File: src/hw/rtl/aaht_pkg.sv
// Shared types, codes and defaults of the aging address hash table.
package aaht_pkg;

    localparam int CAPACITY_DEF = 256;
    localparam int BUCKETS_DEF = 32;
    localparam logic [31:0] INTERVAL_RESET = 32'd60;
    localparam int OCC_W = 9;

    localparam logic [1:0] ACT_LOOKUP = 2'd0;
    localparam logic [1:0] ACT_INSERT = 2'd1;
    localparam logic [1:0] ACT_PURGE = 2'd2;

    typedef struct packed {
        logic [1:0]  action;
        logic [31:0] address;
        logic [31:0] current_time;
    } in_word_t;

    typedef struct packed {
        logic             hit;
        logic             accepted;
        logic [OCC_W-1:0] occupancy;
        logic [31:0]      hits_total;
        logic [31:0]      misses_total;
    } out_word_t;

    typedef struct packed {
        logic [1:0]  action;
        logic [31:0] address;
        logic [31:0] current_time;
        logic [31:0] interval;
        logic        refresh;
    } cmd_t;

    typedef struct packed {
        logic        valid;
        logic        found;
        logic        placed;
        logic [31:0] best_stamp;
    } carry_t;

endpackage

File: src/hw/rtl/aaht_cell.sv
// One table entry with its share of the scan wave that steps along the row.
module aaht_cell #(
    parameter int CAPACITY = aaht_pkg::CAPACITY_DEF,
    parameter int BUCKETS = aaht_pkg::BUCKETS_DEF,
    parameter int INDEX = 0,
    localparam int IDX_W = (CAPACITY > 1) ? $clog2(CAPACITY) : 1,
    localparam int CNT_W = $clog2(CAPACITY + 1),
    localparam int BKT_W = (BUCKETS > 1) ? $clog2(BUCKETS) : 1
) (
    input  logic              clk,
    input  logic              rst_n,
    input  aaht_pkg::cmd_t    cmd,
    input  logic [BKT_W-1:0]  cmd_tag,
    input  logic [IDX_W-1:0]  refresh_idx,
    input  aaht_pkg::carry_t  carry_in,
    input  logic [IDX_W-1:0]  idx_in,
    input  logic [CNT_W-1:0]  freed_in,
    output aaht_pkg::carry_t  carry_out,
    output logic [IDX_W-1:0]  idx_out,
    output logic [CNT_W-1:0]  freed_out
);
    import aaht_pkg::*;

    localparam logic [IDX_W-1:0] MY_IDX = IDX_W'(INDEX);

    logic             used_reg, used_next;
    logic [31:0]      addr_reg, addr_next;
    logic [31:0]      stamp_reg, stamp_next;
    logic [BKT_W-1:0] tag_reg, tag_next;
    carry_t           carry_reg, carry_next;
    logic [IDX_W-1:0] idx_reg, idx_next;
    logic [CNT_W-1:0] freed_reg, freed_next;
    logic             expired;
    logic             in_bucket;

    assign expired = ({1'b0, stamp_reg} + {1'b0, cmd.interval}) < {1'b0, cmd.current_time};
    assign in_bucket = used_reg && (tag_reg == cmd_tag);

    always_comb
    begin
        used_next = used_reg;
        addr_next = addr_reg;
        stamp_next = stamp_reg;
        tag_next = tag_reg;
        carry_next = carry_in;
        idx_next = idx_in;
        freed_next = freed_in;
        if (carry_in.valid)
        begin
            unique case (cmd.action)
                ACT_LOOKUP:
                begin
                    if (in_bucket)
                    begin
                        if (expired)
                        begin
                            used_next = 1'b0;
                            freed_next = CNT_W'(freed_in + 1'b1);
                        end
                        else if ((addr_reg == cmd.address) &&
                                 (!carry_in.found || (stamp_reg < carry_in.best_stamp)))
                        begin
                            carry_next.found = 1'b1;
                            carry_next.best_stamp = stamp_reg;
                            idx_next = MY_IDX;
                        end
                    end
                end
                ACT_INSERT:
                begin
                    if (!used_reg && !carry_in.placed)
                    begin
                        used_next = 1'b1;
                        addr_next = cmd.address;
                        stamp_next = cmd.current_time;
                        tag_next = cmd_tag;
                        carry_next.placed = 1'b1;
                    end
                end
                ACT_PURGE:
                begin
                    if (used_reg && expired)
                    begin
                        used_next = 1'b0;
                        freed_next = CNT_W'(freed_in + 1'b1);
                    end
                end
                default:
                begin
                end
            endcase
        end
        if (cmd.refresh && (refresh_idx == MY_IDX))
        begin
            stamp_next = cmd.current_time;
        end
    end

    always_ff @(posedge clk or negedge rst_n)
    begin
        if (!rst_n)
        begin
            used_reg <= 1'b0;
            carry_reg <= '0;
        end
        else
        begin
            used_reg <= used_next;
            carry_reg <= carry_next;
        end
    end

    always_ff @(posedge clk)
    begin
        addr_reg <= addr_next;
        stamp_reg <= stamp_next;
        tag_reg <= tag_next;
        idx_reg <= idx_next;
        freed_reg <= freed_next;
    end

    assign carry_out = carry_reg;
    assign idx_out = idx_reg;
    assign freed_out = freed_reg;

endmodule

File: config.mk
export PLATFORM = sky130hd
export DESIGN_NAME = aaht_cell
export DESIGN_NICKNAME = d
export VERILOG_FILES = /design/src/hw/rtl/aaht_pkg.sv /design/src/hw/rtl/aaht_cell.sv
export SDC_FILE = /design/constraint.sdc
export NUM_CORES = 1
export LEC_CHECK = 0
export ABC_AREA = 1
export BUFFER_PORTS_ARGS = -buffer_cell sky130_fd_sc_hd__buf_2
export CORE_UTILIZATION = 49
export DETAILED_ROUTE_END_ITERATION = 8
export PLACE_DENSITY = 0.78
export SLEW_MARGIN = 30
export SYNTH_ARGS = -nofsm -noshare
export SYNTH_HDL_FRONTEND = slang
export SYNTH_SLANG_ARGS = --single-unit
File: constraint.sdc
create_clock -name clk -period 3.4 [get_ports clk]
set_input_delay 0.34 -clock clk [delete_from_list [all_inputs] [get_ports clk]]
set_output_delay 0.34 -clock clk [all_outputs]
set_load 0.01 [all_outputs]
== Word level (Yosys, flattened, before mapping) ==
Cells that the tools add are included.

* Register bits: 122

* $add $sub $neg: 2
* $lt $le $gt $ge: 2
* Eq/ne operators: 8
* Multiplexer cells: 30
* Reductions and logical operators: 18

{| class="wikitable"
|+ Operators by type and width
! cell !! number
|-
| 32-bit 2-to-1 mux || 8
|-
| 8-bit 2-to-1 mux || 5
|-
| 9-bit 2-to-1 mux || 4
|-
| 34-bit 2-to-1 mux || 1
|-
| 32-bit by 32-bit adder with 33-bit output || 1
|-
| 33-bit by 32-bit less-than comparator with 1-bit output || 1
|-
| 32-bit == test || 1
|-
| 32-bit less-than comparator || 1
|-
| 9-bit case mux with 2 select lines || 1
|-
| 1-bit 2-to-1 mux || 10
|-
| 9-bit by 1-bit adder with 9-bit output (second input constant) || 1
|-
| 8-bit logical NOT || 1
|-
| 2-bit inequality test (second input constant) || 4
|-
| 3-bit AND reduction || 2
|-
| 6-bit AND reduction || 1
|-
| 2-bit nonzero test || 3
|-
| 5-bit == test || 1
|-
| 1-bit logical AND || 5
|-
| 1-bit logical NOT || 3
|-
| 1-bit case mux with 3 select lines || 1
|-
| 3-bit nonzero test || 1
|-
| 2-bit by 1-bit == test with 1-bit output (second input constant) || 1
|-
| 2-bit == test (second input constant) || 1
|-
| 2-bit logical NOT || 1
|-
| 1-bit logical OR || 1
|}

== Depth between registers and ports, before layout ==
* Depth in word-level cells: 8
* Depth in mapped cells: 31

== Worst setup path before layout ==
Ideal clock, no wire load.

* Path type: register to register
* Start point: register stamp_reg[0]
* End point: register used_reg
* Data arrival time: 3.461 ns
* Path slack: -0.179 ns
* Stages on the path, launching flop included: 28
* Buffers on the path: 1
* Clock period less this slack: 3.579 ns
* Cells stage by stage: edfxtp_1 -> ha_1 -> inv_1 -> fa_1 -> o21ai_2 -> nand4_1 -> nand3_1 -> nand2_1 -> nand2_1 -> a21oi_1 -> o21bai_1 -> nand2_1 -> nand2_1 -> xor2_1 -> ha_1 -> a21oi_1 -> nor2_1 -> nor2_1 -> nand2_1 -> a21oi_1 -> nand2_1 -> nor2_4 -> buf_4 -> nand3_4 -> o21ai_1 -> nand3b_1 -> nand2_1 -> nand2_1

* Cells in the longest elaborated chain, start to end: 5
* Elaborated cells on any way between the ends: 6

{| class="wikitable"
|+ RTL lines
! element !! RTL line !! RTL
|-
| start, declared || aaht_cell.sv:28 || <nowiki>logic [31:0] stamp_reg, stamp_next;</nowiki>
|-
| start signal, assigned || aaht_cell.sv:116 || <nowiki>stamp_reg <= stamp_next;</nowiki>
|-
| 32-bit by 32-bit adder with 33-bit output (*) || aaht_cell.sv:36 || <nowiki>assign expired = ({1'b0, stamp_reg} + {1'b0, cmd.interval}) < {1'b0, cmd.current_time};</nowiki>
|-
| 33-bit by 32-bit less-than comparator with 1-bit output (*) || aaht_cell.sv:36 ||
|-
| 1-bit logical AND || aaht_cell.sv:82 || <nowiki>if (used_reg && expired)</nowiki>
|-
| 2-bit inequality test (no source line) || -- ||
|-
| 6-bit AND reduction (no source line) (*) || -- ||
|-
| end signal, assigned || aaht_cell.sv:108 || <nowiki>used_reg <= used_next;</nowiki>
|-
| end, declared || aaht_cell.sv:26 || <nowiki>logic used_reg, used_next;</nowiki>
|}

Every way passes the cells marked *; elsewhere a longest branch is shown, timed or not.
A chain may end at the register's enable or synchronous reset.

==> impl_metrics.yaml <==
global_routing:
  grt_pass1_vias: 8356
  grt_max_degree: 38
  grt_pass1_wl_um: 39500
  grt_overflow: 0
  antenna_found_initial: 5
  track_usage_pct: 28.6
cts:
  clk_transition_reported_paths_ns: 0.06
  cts.sinks: 122
  ctsLongestPathBuffers: 2
  clockRootBuffer: "clkbuf_16"
  cts_htree_levels: 4
  clkLatencyLatePin_ns: 0.43
  numCtsBuffers: 17
  postCtsHoldBufs: 0
  cts_tree: "built"
power:
  p_sw_mw: 1.45
  power.share.switching_pct: 30.8
  vdd_drop_max_v: 0.000348
  internal-power_mw: 3.26
  p_seq_share_pct: 35.5
  p_leak_nw: 6.25
  comb_power_share_pct: 28.4
  clockPowerShare_pct: 36.1
  p_per_area_nw_per_um2: 397
outcome:
  failed_checks: "negative setup slack"
  status: "finished, violations left"
timing:
  drv_slew: 0
  hold_viol: 0
  final.setup.worst_slack_ns: -0.515
  slew_headroom_pct: 35.7
  whs_ns: 0.00339
  skew_ns: 0.00851
  fin_crit_sh_pct: 115
  fmax_ghz: 0.255
  rsz0062_at_grt: "true"
  period_minus_slack_ns: 3.92
  fin_tns_setup_ns: -24.63
  setup_viol: 51
  worst-slew-pin-transition_ns: 0.963
floorplanning:
  row_count: 47
  dieArea_um2: 17800
  die_x_um: 133
  die_h_um: 133
  ios: 218
  core_area_um2: 16700
  start_util_pct: 50.7
critical_path:
  reg2reg_slack_ns: -0.52
  start_kind: "register"
  crit_arrival_ns: 4.22
  slowest_delay_ns: 0.35
  worst_ep_required_time_ns: 3.71
  critPathSlowestCell: "edfxtp_1"
  end_kind: "register"
  r2r_cells: 26
  cp_common_cell: "nand2_1"
  r2r_start: "stamp_reg[0]"
  timing.rr.end: "carry_out[21]"
  critical_path_class: "register to register"
  path_max_fanout: 9
synth:
  synthDistinctLibCells: 49
  synth_common_cells: "nand2_1 (262), inv_1 (160), ha_1 (95)"
  synth.cell_area_um2: 8460
  synth_edf_count: 69
  synthCells: 1041
  ys_seq_elements: 122
  syn_nets: 1303
  yosys.area.top_type: "edfxtp_1"
  yosys_warnings: 0
  syn_avg_cell_area_um2: 8.13
  yosysMostFrequentCell: "nand2_1"
  yosys-top-cells-area: "edfxtp_1 (24%), ha_1 (14%), nand2_1 (12%), dfrtp_1 (11%), inv_1 (7.1%)"
  synth-async-reset-ratio_pct: 29.5
  ys_seq_area_share_pct: 39.2
  yosysTopAreaCellShare_pct: 24.5
  synthFlopType: "edfxtp_1"
placement:
  dp_cells: 1599
  port_buffers: 217
  routabilityCongestion: 0.907
  dp_hpwl_um: 19000
  dpl_cell_area_um2: 10800
finish:
  ff_latch_area_um2: 3310
  largest_register_ffs: 35
  fin_nets: 1687
  fillCellCount: 1239
  finish.instance_area_um2: 11900
  finalNonFillerCells: 1663
  layout-drive-gt1-share_pct: 32.4
  utilization_pct: 71.2
  syn_to_final_growth_pct: 40.5
  multi_input_area_um2: 4650
drt:
  vias: 8622
  postRouteAntennaNets: 0
  drc: 0
  routed_wl_um: 25700
  dr_wl_met3_um: 1820
  top_layer: "met4"
  drt_iter0_drc: 597
  vias_per_cell: 5.18
  wl_per_cell_um: 15.4
  wl_met1_um: 10400
  first_pass_iters: 5
  wl_met2_um: 12500
flow_run:
  cap_violations: 0
hold_path:
  hold_path.class: "input port to async pin"
-- power groups by stage --
stage                     sequential, mW  combinational, mW  clock, mW
after CTS                           1.67               1.29       1.73
final                               1.67               1.34       1.71
after global routing                1.68               1.47       1.79
after detailed placement            1.70               1.18          0
after floorplan                     1.72              0.635          0
after global placement              1.70               1.14          0
-- repair_timing --
item | CTS | global route
gates cloned | 6 | 4
pin swaps | 16 | 16
setup buffers | 15 | 2
endpoints found under the setup margin | 51 | 51
gates resized for setup | 35 | 27
-- critical path: cells and delay by family, from the launching register on --
kind	cells	cell delay [ns]
adders and majority gates	3	0.83
DFF	1	0.35
AOI/OAI and AO/OA	3	0.51
xor gates and xnor gates	1	0.14
buffers and inverters	3	0.25
and+or+nand+nor	16	1.70
-- cell type report --
cell class | instances | area share, %
multi-input cells | 741 | 39.1
flip-flops and latches | 122 | 27.9
diodes | 5 | 0.105
well taps | 220 | 2.32
clock inverters | 12 | 0.747
clock buffers | 20 | 3.88
repair inverters | 2 | 0.200
repair buffers | 375 | 20.3
inverters | 166 | 5.41
-- cell usage in the layout (no fill, tap or decap), drive strengths merged, types with 32 or more instances in the layout --
cell type and instances:
xor2 37, nand2 270, inv 169, buf 373, nand3 74, a21oi 63
ha 95, nand4 32, dfrtp 36, edfxtp 69, nor2 68
-- per-layer routing --
metal / global-route usage, % / vias to the layer above
li1: - / 4239
met1: 34.6 / 3939
met2: 48.8 / 371
met3: 5.67 / 73
met4: 13.6 / 0
met5: 0 / -
-- how the worst max path moves through the flow --
| stage | start | endpoint | slack (ns) |
|---|---|---|---|
| after floorplan | stamp_reg[0] | used_reg | -0.07 |
| after global placement | cmd[1] | idx_out[3] | -0.50 |
| after detailed placement | cmd[3] | idx_out[0] | -0.63 |
| after CTS | stamp_reg[0] | freed_out[7] | -0.40 |
| after global routing | stamp_reg[0] | freed_out[1] | -0.79 |
| final | stamp_reg[0] | carry_out[21] | -0.52 |
-- stage by stage --
step                      power (mW)  worst slack, ns
final                           4.72           -0.515
after global routing            4.94           -0.788
after CTS                       4.70           -0.396
after detailed placement        2.88           -0.631
after global placement          2.84           -0.501
after floorplan                 2.36          -0.0659
-- kinds of logic (layout without fill, tap and decap cells) --
logic type                 Yosys count  after routing  synth area share, %
AOI/OAI and AO/OA                  126            126                 8.67
xor gates and xnor gates            56             56                 5.80
adders and majority gates           96             96                 14.3
buffers and inverters              182            575                 8.59
DFF                                122            122                 39.2
other                                0              5                    0
and+or+nand+nor                    459            463                 23.5
Note: power is estimated with default switching activity, not from simulation.
