===== src/hw/rtl/aaht_pkg.sv =====
// Shared types, codes and defaults of the aging address hash table.
package aaht_pkg;

    localparam int CAPACITY_DEF = 256;
    localparam int BUCKETS_DEF = 32;
    localparam logic [31:0] INTERVAL_RESET = 32'd60;
    localparam int OCC_W = 9;

    localparam logic [1:0] ACT_LOOKUP = 2'd0;
    localparam logic [1:0] ACT_INSERT = 2'd1;
    localparam logic [1:0] ACT_PURGE = 2'd2;

    typedef struct packed {
        logic [1:0]  action;
        logic [31:0] address;
        logic [31:0] current_time;
    } in_word_t;

    typedef struct packed {
        logic             hit;
        logic             accepted;
        logic [OCC_W-1:0] occupancy;
        logic [31:0]      hits_total;
        logic [31:0]      misses_total;
    } out_word_t;

    typedef struct packed {
        logic [1:0]  action;
        logic [31:0] address;
        logic [31:0] current_time;
        logic [31:0] interval;
        logic        refresh;
    } cmd_t;

    typedef struct packed {
        logic        valid;
        logic        found;
        logic        placed;
        logic [31:0] best_stamp;
    } carry_t;

endpackage


===== src/hw/rtl/aaht_hash.sv =====
// Iterative one-at-a-time hash of a 32-bit address, reduced to a bucket number.
module aaht_hash #(
    parameter int BUCKETS = aaht_pkg::BUCKETS_DEF,
    localparam int BKT_W = (BUCKETS > 1) ? $clog2(BUCKETS) : 1
) (
    input  logic             clk,
    input  logic             rst_n,
    input  logic             start,
    input  logic [31:0]      key,
    output logic             done,
    output logic [BKT_W-1:0] bucket
);
    import aaht_pkg::*;

    localparam logic [2:0] BYTE_STEPS = 3'd4;
    localparam logic [2:0] LAST_STEP = 3'd5;
    localparam logic [BKT_W-1:0] BKT_MASK = BKT_W'(BUCKETS - 1);

    logic        running_reg, running_next;
    logic        done_reg, done_next;
    logic [2:0]  step_reg, step_next;
    logic [31:0] key_reg, key_next;
    logic [31:0] h_reg, h_next;
    logic [31:0] t1, t2;

    always_comb
    begin
        running_next = running_reg;
        done_next = 1'b0;
        step_next = step_reg;
        key_next = key_reg;
        h_next = h_reg;
        t1 = '0;
        t2 = '0;
        if (start)
        begin
            running_next = 1'b1;
            step_next = '0;
            key_next = key;
            h_next = '0;
        end
        else if (running_reg)
        begin
            if (step_reg < BYTE_STEPS)
            begin
                t1 = h_reg + {24'd0, key_reg[7:0]};
                t2 = t1 + (t1 << 10);
                h_next = t2 ^ (t2 >> 6);
                key_next = key_reg >> 8;
            end
            else if (step_reg == BYTE_STEPS)
            begin
                t1 = h_reg + (h_reg << 3);
                h_next = t1 ^ (t1 >> 11);
            end
            else
            begin
                h_next = h_reg + (h_reg << 15);
            end
            step_next = step_reg + 3'd1;
            if (step_reg == LAST_STEP)
            begin
                running_next = 1'b0;
                done_next = 1'b1;
            end
        end
    end

    always_ff @(posedge clk or negedge rst_n)
    begin
        if (!rst_n)
        begin
            running_reg <= 1'b0;
            done_reg <= 1'b0;
            step_reg <= '0;
        end
        else
        begin
            running_reg <= running_next;
            done_reg <= done_next;
            step_reg <= step_next;
        end
    end

    always_ff @(posedge clk)
    begin
        key_reg <= key_next;
        h_reg <= h_next;
    end

    assign done = done_reg;
    assign bucket = h_reg[BKT_W-1:0] & BKT_MASK;

endmodule


===== config.mk =====
export PLATFORM = sky130hd
export DESIGN_NAME = aaht_hash
export DESIGN_NICKNAME = d
export VERILOG_FILES = /design/src/hw/rtl/aaht_pkg.sv /design/src/hw/rtl/aaht_hash.sv
export SDC_FILE = /design/constraint.sdc
export NUM_CORES = 1
export LEC_CHECK = 0
export BUFFER_PORTS_ARGS = -buffer_cell sky130_fd_sc_hd__buf_2
export CORE_AREA = 3 3 164 166
export CTS_CLUSTER_DIAMETER = 150
export DETAILED_ROUTE_END_ITERATION = 7
export DIE_AREA = 0 0 167 169
export HOLD_SLACK_MARGIN = 0.12
export PLACE_DENSITY_LB_ADDON = 0.3
export SLEW_MARGIN = 20
export SYNTH_ARGS = -nofsm -noshare
export SYNTH_HDL_FRONTEND = slang
export SYNTH_SLANG_ARGS = --single-unit
export TNS_END_PERCENT = 10

===== constraint.sdc =====
create_clock -name clk -period 7 [get_ports clk]
set_clock_uncertainty 0.2 [all_clocks]
set_input_delay 0.7 -clock clk [delete_from_list [all_inputs] [get_ports clk]]
set_output_delay 0.7 -clock clk [all_outputs]
set_load 0.01 [all_outputs]

# == Yosys cells after proc, flatten, opt, wreduce, memory -nomap -nowiden ==
# Cells that the tools add are included.
# totals
reg_bits,69
in_bits,35
out_inout_bits,6
wordCells,31
# op_classes
add_sub_neg,5
n_lt_le_gt_ge,1
eq_ne,2
mux,13
bitwise_logic,2
n_reduce_logical,3
# op_table
op,count
$mux 32,5
$add 32x32->32,3
$add 32x8->32,1
$xor 32x21->32,1
$xor 32x26->32,1
$eq 3x3->1 const B,2
$mux 1,6
$mux 3,2
$reduce_bool 2->1,2
$add 3x1->3 const B,1
$lt 3x3->1 const B,1
$reduce_and 2->1,1

# == Logic depth before layout (Yosys ltp) ==
# depth
word_depth,4
depth_mapped,27

# == Least setup slack after synthesis ==
# Ideal clock, no wire load.
# synth_timing
kind,register -> register
start,register h_reg[0]
end,register h_reg[30]
setup_ns,0.088
t_arrival_ns,4.727
required_ns,6.712
slack_ns,1.985
stages_incl_launch_ff,25
n_path_buf,0
path_cell_list,dfxtp_1 -> ha_1 -> inv_1 -> fa_1 -> nor2b_1 -> o21ai_0 -> a21boi_0 -> o21ai_0 -> nand2b_1 -> a21o_2 -> a21oi_1 -> or2_2 -> inv_1 -> nand2_1 -> xnor2_1 -> ha_1 -> or3b_2 -> mux2i_1 -> o2111ai_1 -> o21ai_2 -> nor3_1 -> nor4b_1 -> nor3_1 -> and2_1 -> nor4_2
# synth_via
elab_chain_cells,4
# synth_lines
element,line,text
"start, declared",aaht_hash.sv:23,"logic [31:0] h_reg, h_next;"
"start signal, assigned",aaht_hash.sv:88,h_reg <= h_next;
$add 32x8->32 or $add 32x32->32 (tied branches),"aaht_hash.sv:46, aaht_hash.sv:53",
$add 32x32->32 or $xor 32x21->32 (tied branches),"aaht_hash.sv:47, aaht_hash.sv:54",
$xor 32x26->32 or $mux 32 (tied branches),"aaht_hash.sv:48, aaht_hash.sv:51",
$mux 32 (*),aaht_hash.sv:44,if (step_reg < BYTE_STEPS)
# Every way passes the cells marked *; elsewhere a longest branch is shown, timed or not.
# A chain may end at the register's enable or synchronous reset.

# == Final worst setup path ==
# layout_timing
start,register h_reg[0]
end,register h_reg[20]
# The elaborated chain is that of the path after synthesis.

==> metrics.md <==
| Metric | Value |
|---|---|
| Number of remaining DRC errors | `0` |
| Chip height | `169 µm` |
| Total setup buffers inserted after CTS | `0` |
| Transition time at the pin with the least slew margin | `1000 ps` |
| Number of antenna cells inserted | `0` |
| Antenna violations before repair | `0` |
| RSZ-0062 raised after global routing | `no` |
| Cell depth of the worst hold path | `1` |
| Sinks on Clock Net | `69` |
| Share of post-route cells with drive strength above 1 | `0.118` |
| Number of placed cells counting well taps | `1247` |
| Via count | `6660` |
| TritonCTS clock tree | `built` |
| Core occupancy in the finished layout | `0.328` |
| Clock buffers created by TritonCTS | `9` |
| Count of warnings emitted by yosys | `0` |
| Sequential fraction of the synthesis area | `0.226` |
| Reg-to-Reg End | `h_reg[20]` |
| Worst EP required | `6990 ps` |
| Count of hold-fix buffers inserted at cts | `1` |
| Rel. slew slack | `0.330` |
| Worst Setup Path Type | `reg -> reg` |
| IO Port Bufs | `40` |
| Critical Path Fanout Max | `6` |
| Setup crit start kind | `flip-flop` |
| Commonest non-fill, non-tap cell in the layout | `sky130_fd_sc_hd__xnor2_1` |
| Std-Cell Rows | `59` |
| 1st-pass router iterations | `5` |
| Starting density of the core | `0.296` |
| Starting DRT DRC Count | `428` |
| Multi-input logic area | `5580 µm²` |
| Number of pins with negative max-slew slack in the final report | `0` |
| Htree depth | `3` |
| Number of standard cells in the final layout excluding fillers | `1264` |
| Primary FF master, synth | `sky130_fd_sc_hd__edfxtp_1` |
| Worst-path cell with the longest stage delay | `sky130_fd_sc_hd__or3b_2` |
| Data arrival at the endpoint of the critical path | `5650 ps` |
| Crit path cell chain | `ha_1 -> inv_1 -> fa_1 -> nor2b_1 -> o21ai_0 -> a21boi_0 -> o21ai_0 -> nand2b_1 -> a21o_2 -> a21oi_1 -> or2_2 -> inv_1 -> nand2_1 -> xnor2_1 -> ha_1 -> or3b_2 -> mux2i_1 -> o2111ai_1 -> o21ai_2 -> a31oi_1 -> xnor2_1 -> xor2_1 -> a211oi_1 -> nor3_1` |
| Buffer and inverter count on the worst path | `2` |
| Worst min path class | `reg -> reg` |
| Fin. Hold Viols | `0` |
| Startpoint of the worst-slack reg-to-reg timing path | `h_reg[0]` |
| Post-synth EDFFs | `32` |
| Total die area | `28200 µm²` |
| P per Cell Area | `565 nW/µm²` |
| Number of global-route vias before repair | `6493` |
| Detailed-route wire length | `23100 µm` |
| Top delay family on crit path | `compound AO/OA/AOI/OAI gates` |
| Post-Syn Nets | `1015` |
| Fillers | `2698` |
| Latest clock arrival within the worst-skew pair | `340 ps` |
| Number of nets still failing antenna checks after routing | `0` |
| Placer congestion estimate | `0.894` |
| Detailed placement HPWL | `18300 µm` |
| Clock Path Buffers | `2` |
| Final layout net count | `1038` |
| Share of flip-flops with an asynchronous set or reset after synthesis | `0.0725` |
| Fin Setup TNS | `0 ps` |
| Largest net degree at the start of global routing | `67` |
| Placeable core region | `25800 µm²` |
| Global-route wire length before repair | `36200 µm` |
| Synth Instances | `901` |
| Chip width | `167 µm` |
| Max-capacitance violation count | `0` |
| Worst hold path startpoint | `key_reg[22]` |
| Clock transition at the register clock pins on the worst setup and hold paths after CTS | `60 ps` |
| Cell area after synthesis | `7640 µm²` |
| Setup violations, final | `0` |
| Post-layout minimum cycle time | `5660 ps` |
| Critical Path Stages | `24` |
| WL per Instance | `18.3 µm` |
| Post-synthesis sequential element count | `69` |
| Delay of the slowest cell on the worst path | `460 ps` |
| Resize count post-CTS | `0` |
| Layout overhead on the synthesized area | `10.6%` |
| Overflow left after global routing | `0` |
| Mean instance size in the synthesized netlist | `8.48 µm²` |
| I/O pin count | `41` |
| Reg2Reg Setup Slack | `1340 ps` |
| Hold Path End | `key_reg[14]` |
| Library cell used as clock root buffer | `sky130_fd_sc_hd__clkbuf_16` |
| Crit share post-route | `0.809` |
| Leakage | `3.68 nW` |
| Combined global-route utilization of all metal layers | `0.162` |
| Run status | `complete, no violations` |
| Count of unique library cells instantiated by Yosys | `79` |
| Logic depth of the worst register-to-register path | `24` |
| CP Capture Type | `flip-flop` |
| Maximum clock frequency | `0.177 GHz` |
| Highest-count cells in the layout ignoring fill and taps | `sky130_fd_sc_hd__xnor2_1, sky130_fd_sc_hd__nor2_1, sky130_fd_sc_hd__a21oi_1, sky130_fd_sc_hd__ha_1, sky130_fd_sc_hd__nand2_1` |
| Largest vdd supply drop | `0.203 mV` |
| Via/cell ratio | `5.27` |
| Storage cell area | `1730 µm²` |
synthesized netlist by cell type (4+ instances only):
library cell	number	area (µm²)
sky130_fd_sc_hd__xnor2_1	79	692
sky130_fd_sc_hd__nor2_1	76	285
sky130_fd_sc_hd__a21oi_1	75	375
sky130_fd_sc_hd__ha_1	75	938
sky130_fd_sc_hd__nand2_1	60	225
sky130_fd_sc_hd__o21ai_0	50	250
sky130_fd_sc_hd__xor2_1	45	394
sky130_fd_sc_hd__inv_1	42	158
sky130_fd_sc_hd__dfxtp_1	32	641
sky130_fd_sc_hd__edfxtp_1	32	961
sky130_fd_sc_hd__a21o_1	29	218
sky130_fd_sc_hd__mux2_2	25	282
sky130_fd_sc_hd__clkbuf_1	16	60.1
sky130_fd_sc_hd__nor3_1	16	80.1
sky130_fd_sc_hd__nand3_1	15	75.1
sky130_fd_sc_hd__and2_1	14	87.6
sky130_fd_sc_hd__and3_1	13	81.3
sky130_fd_sc_hd__a211oi_1	12	90.1
sky130_fd_sc_hd__o21bai_1	12	90.1
sky130_fd_sc_hd__o211ai_1	10	75.1
sky130_fd_sc_hd__nand2b_1	9	56.3
sky130_fd_sc_hd__nor2b_1	9	56.3
sky130_fd_sc_hd__buf_4	8	60.1
sky130_fd_sc_hd__mux2i_1	8	80.1
sky130_fd_sc_hd__nand4_1	8	50.1
sky130_fd_sc_hd__o221ai_1	8	70.1
sky130_fd_sc_hd__a31oi_1	7	43.8
sky130_fd_sc_hd__o21a_1	7	52.6
sky130_fd_sc_hd__a211o_1	5	43.8
sky130_fd_sc_hd__buf_1	5	18.8
sky130_fd_sc_hd__dfrtp_1	5	125
sky130_fd_sc_hd__or3_1	5	31.3
sky130_fd_sc_hd__fa_1	4	80.1
sky130_fd_sc_hd__nor4_1	4	25.0
sky130_fd_sc_hd__o22ai_1	4	25.0
sky130_fd_sc_hd__o31ai_1	4	30.0
sky130_fd_sc_hd__o32ai_1	4	35.0
sky130_fd_sc_hd__or2_2	4	25.0
stage by stage:
step / hold slack (ps) / instance area, µm² / worst slack [ps] / power (W)
after floorplan: 204 / 7640 / 1980 / 0.00336
after global placement: 325 / 8120 / 1560 / 0.00422
after detailed placement: 327 / 8120 / 1410 / 0.00421
after CTS: 346 / 8450 / 1390 / 0.00475
after global routing: 364 / 8450 / 980 / 0.00514
final: 348 / 8450 / 1340 / 0.00477
metal layers:
metal	routed length, µm	track usage	vias up	share of wire
met4	463	0.0488	0	0.020
li1	-	-	3339	-
met1	10800	0.214	3159	0.47
met2	10900	0.279	136	0.47
met3	945	0.0156	26	0.041
met5	0	0	-	0
how the worst max path moves through the flow:
stage,start,endpoint,slack (ps)
finish,h_reg[0],h_reg[20],1340
global route,h_reg[0],h_reg[20],980
CTS,h_reg[0],h_reg[20],1390
detailed placement,h_reg[0],h_reg[30],1410
global placement,h_reg[0],h_reg[30],1560
floorplan,h_reg[0],h_reg[30],1980
worst register-to-register path: cells and delay by family (launching register included):
| family | cells | cell delay (ps) |
|---|---|---|
| adder cells (fa/ha/maj) | 3 | 1060 |
| multiplexers | 1 | 190 |
| buffers and inverters | 2 | 170 |
| AND/OR/NAND/NOR | 6 | 1200 |
| AO/OA/AOI/OAI | 9 | 1620 |
| flip-flops | 1 | 450 |
| XOR/XNOR | 3 | 620 |
cells by family (layout without fill, tap and decap cells):
logic type | Yosys count | in the layout | share of synthesized area
AO/OA/AOI/OAI | 269 | 269 | 0.243
AND/OR/NAND/NOR | 248 | 248 | 0.157
XOR/XNOR | 127 | 127 | 0.149
adder cells (fa/ha/maj) | 79 | 79 | 0.133
buffers and inverters | 76 | 104 | 0.0436
flip-flops | 69 | 69 | 0.226
multiplexers | 33 | 33 | 0.0473
where the power goes:
part	internal, W	switching [W]
combinational	0.00147	0.00203
sequential	0.000541	0.000224
clock	0.000316	0.000194
layout make-up:
class,count,area share
multi-input combinational,756,0.660
sequential,69,0.204
tap,335,0.0496
timing repair buffer,45,0.0284
clock buffer,10,0.0271
inverter,43,0.0191
clock inverter,6,0.0111
Note: power is estimated with default switching activity, not from simulation.
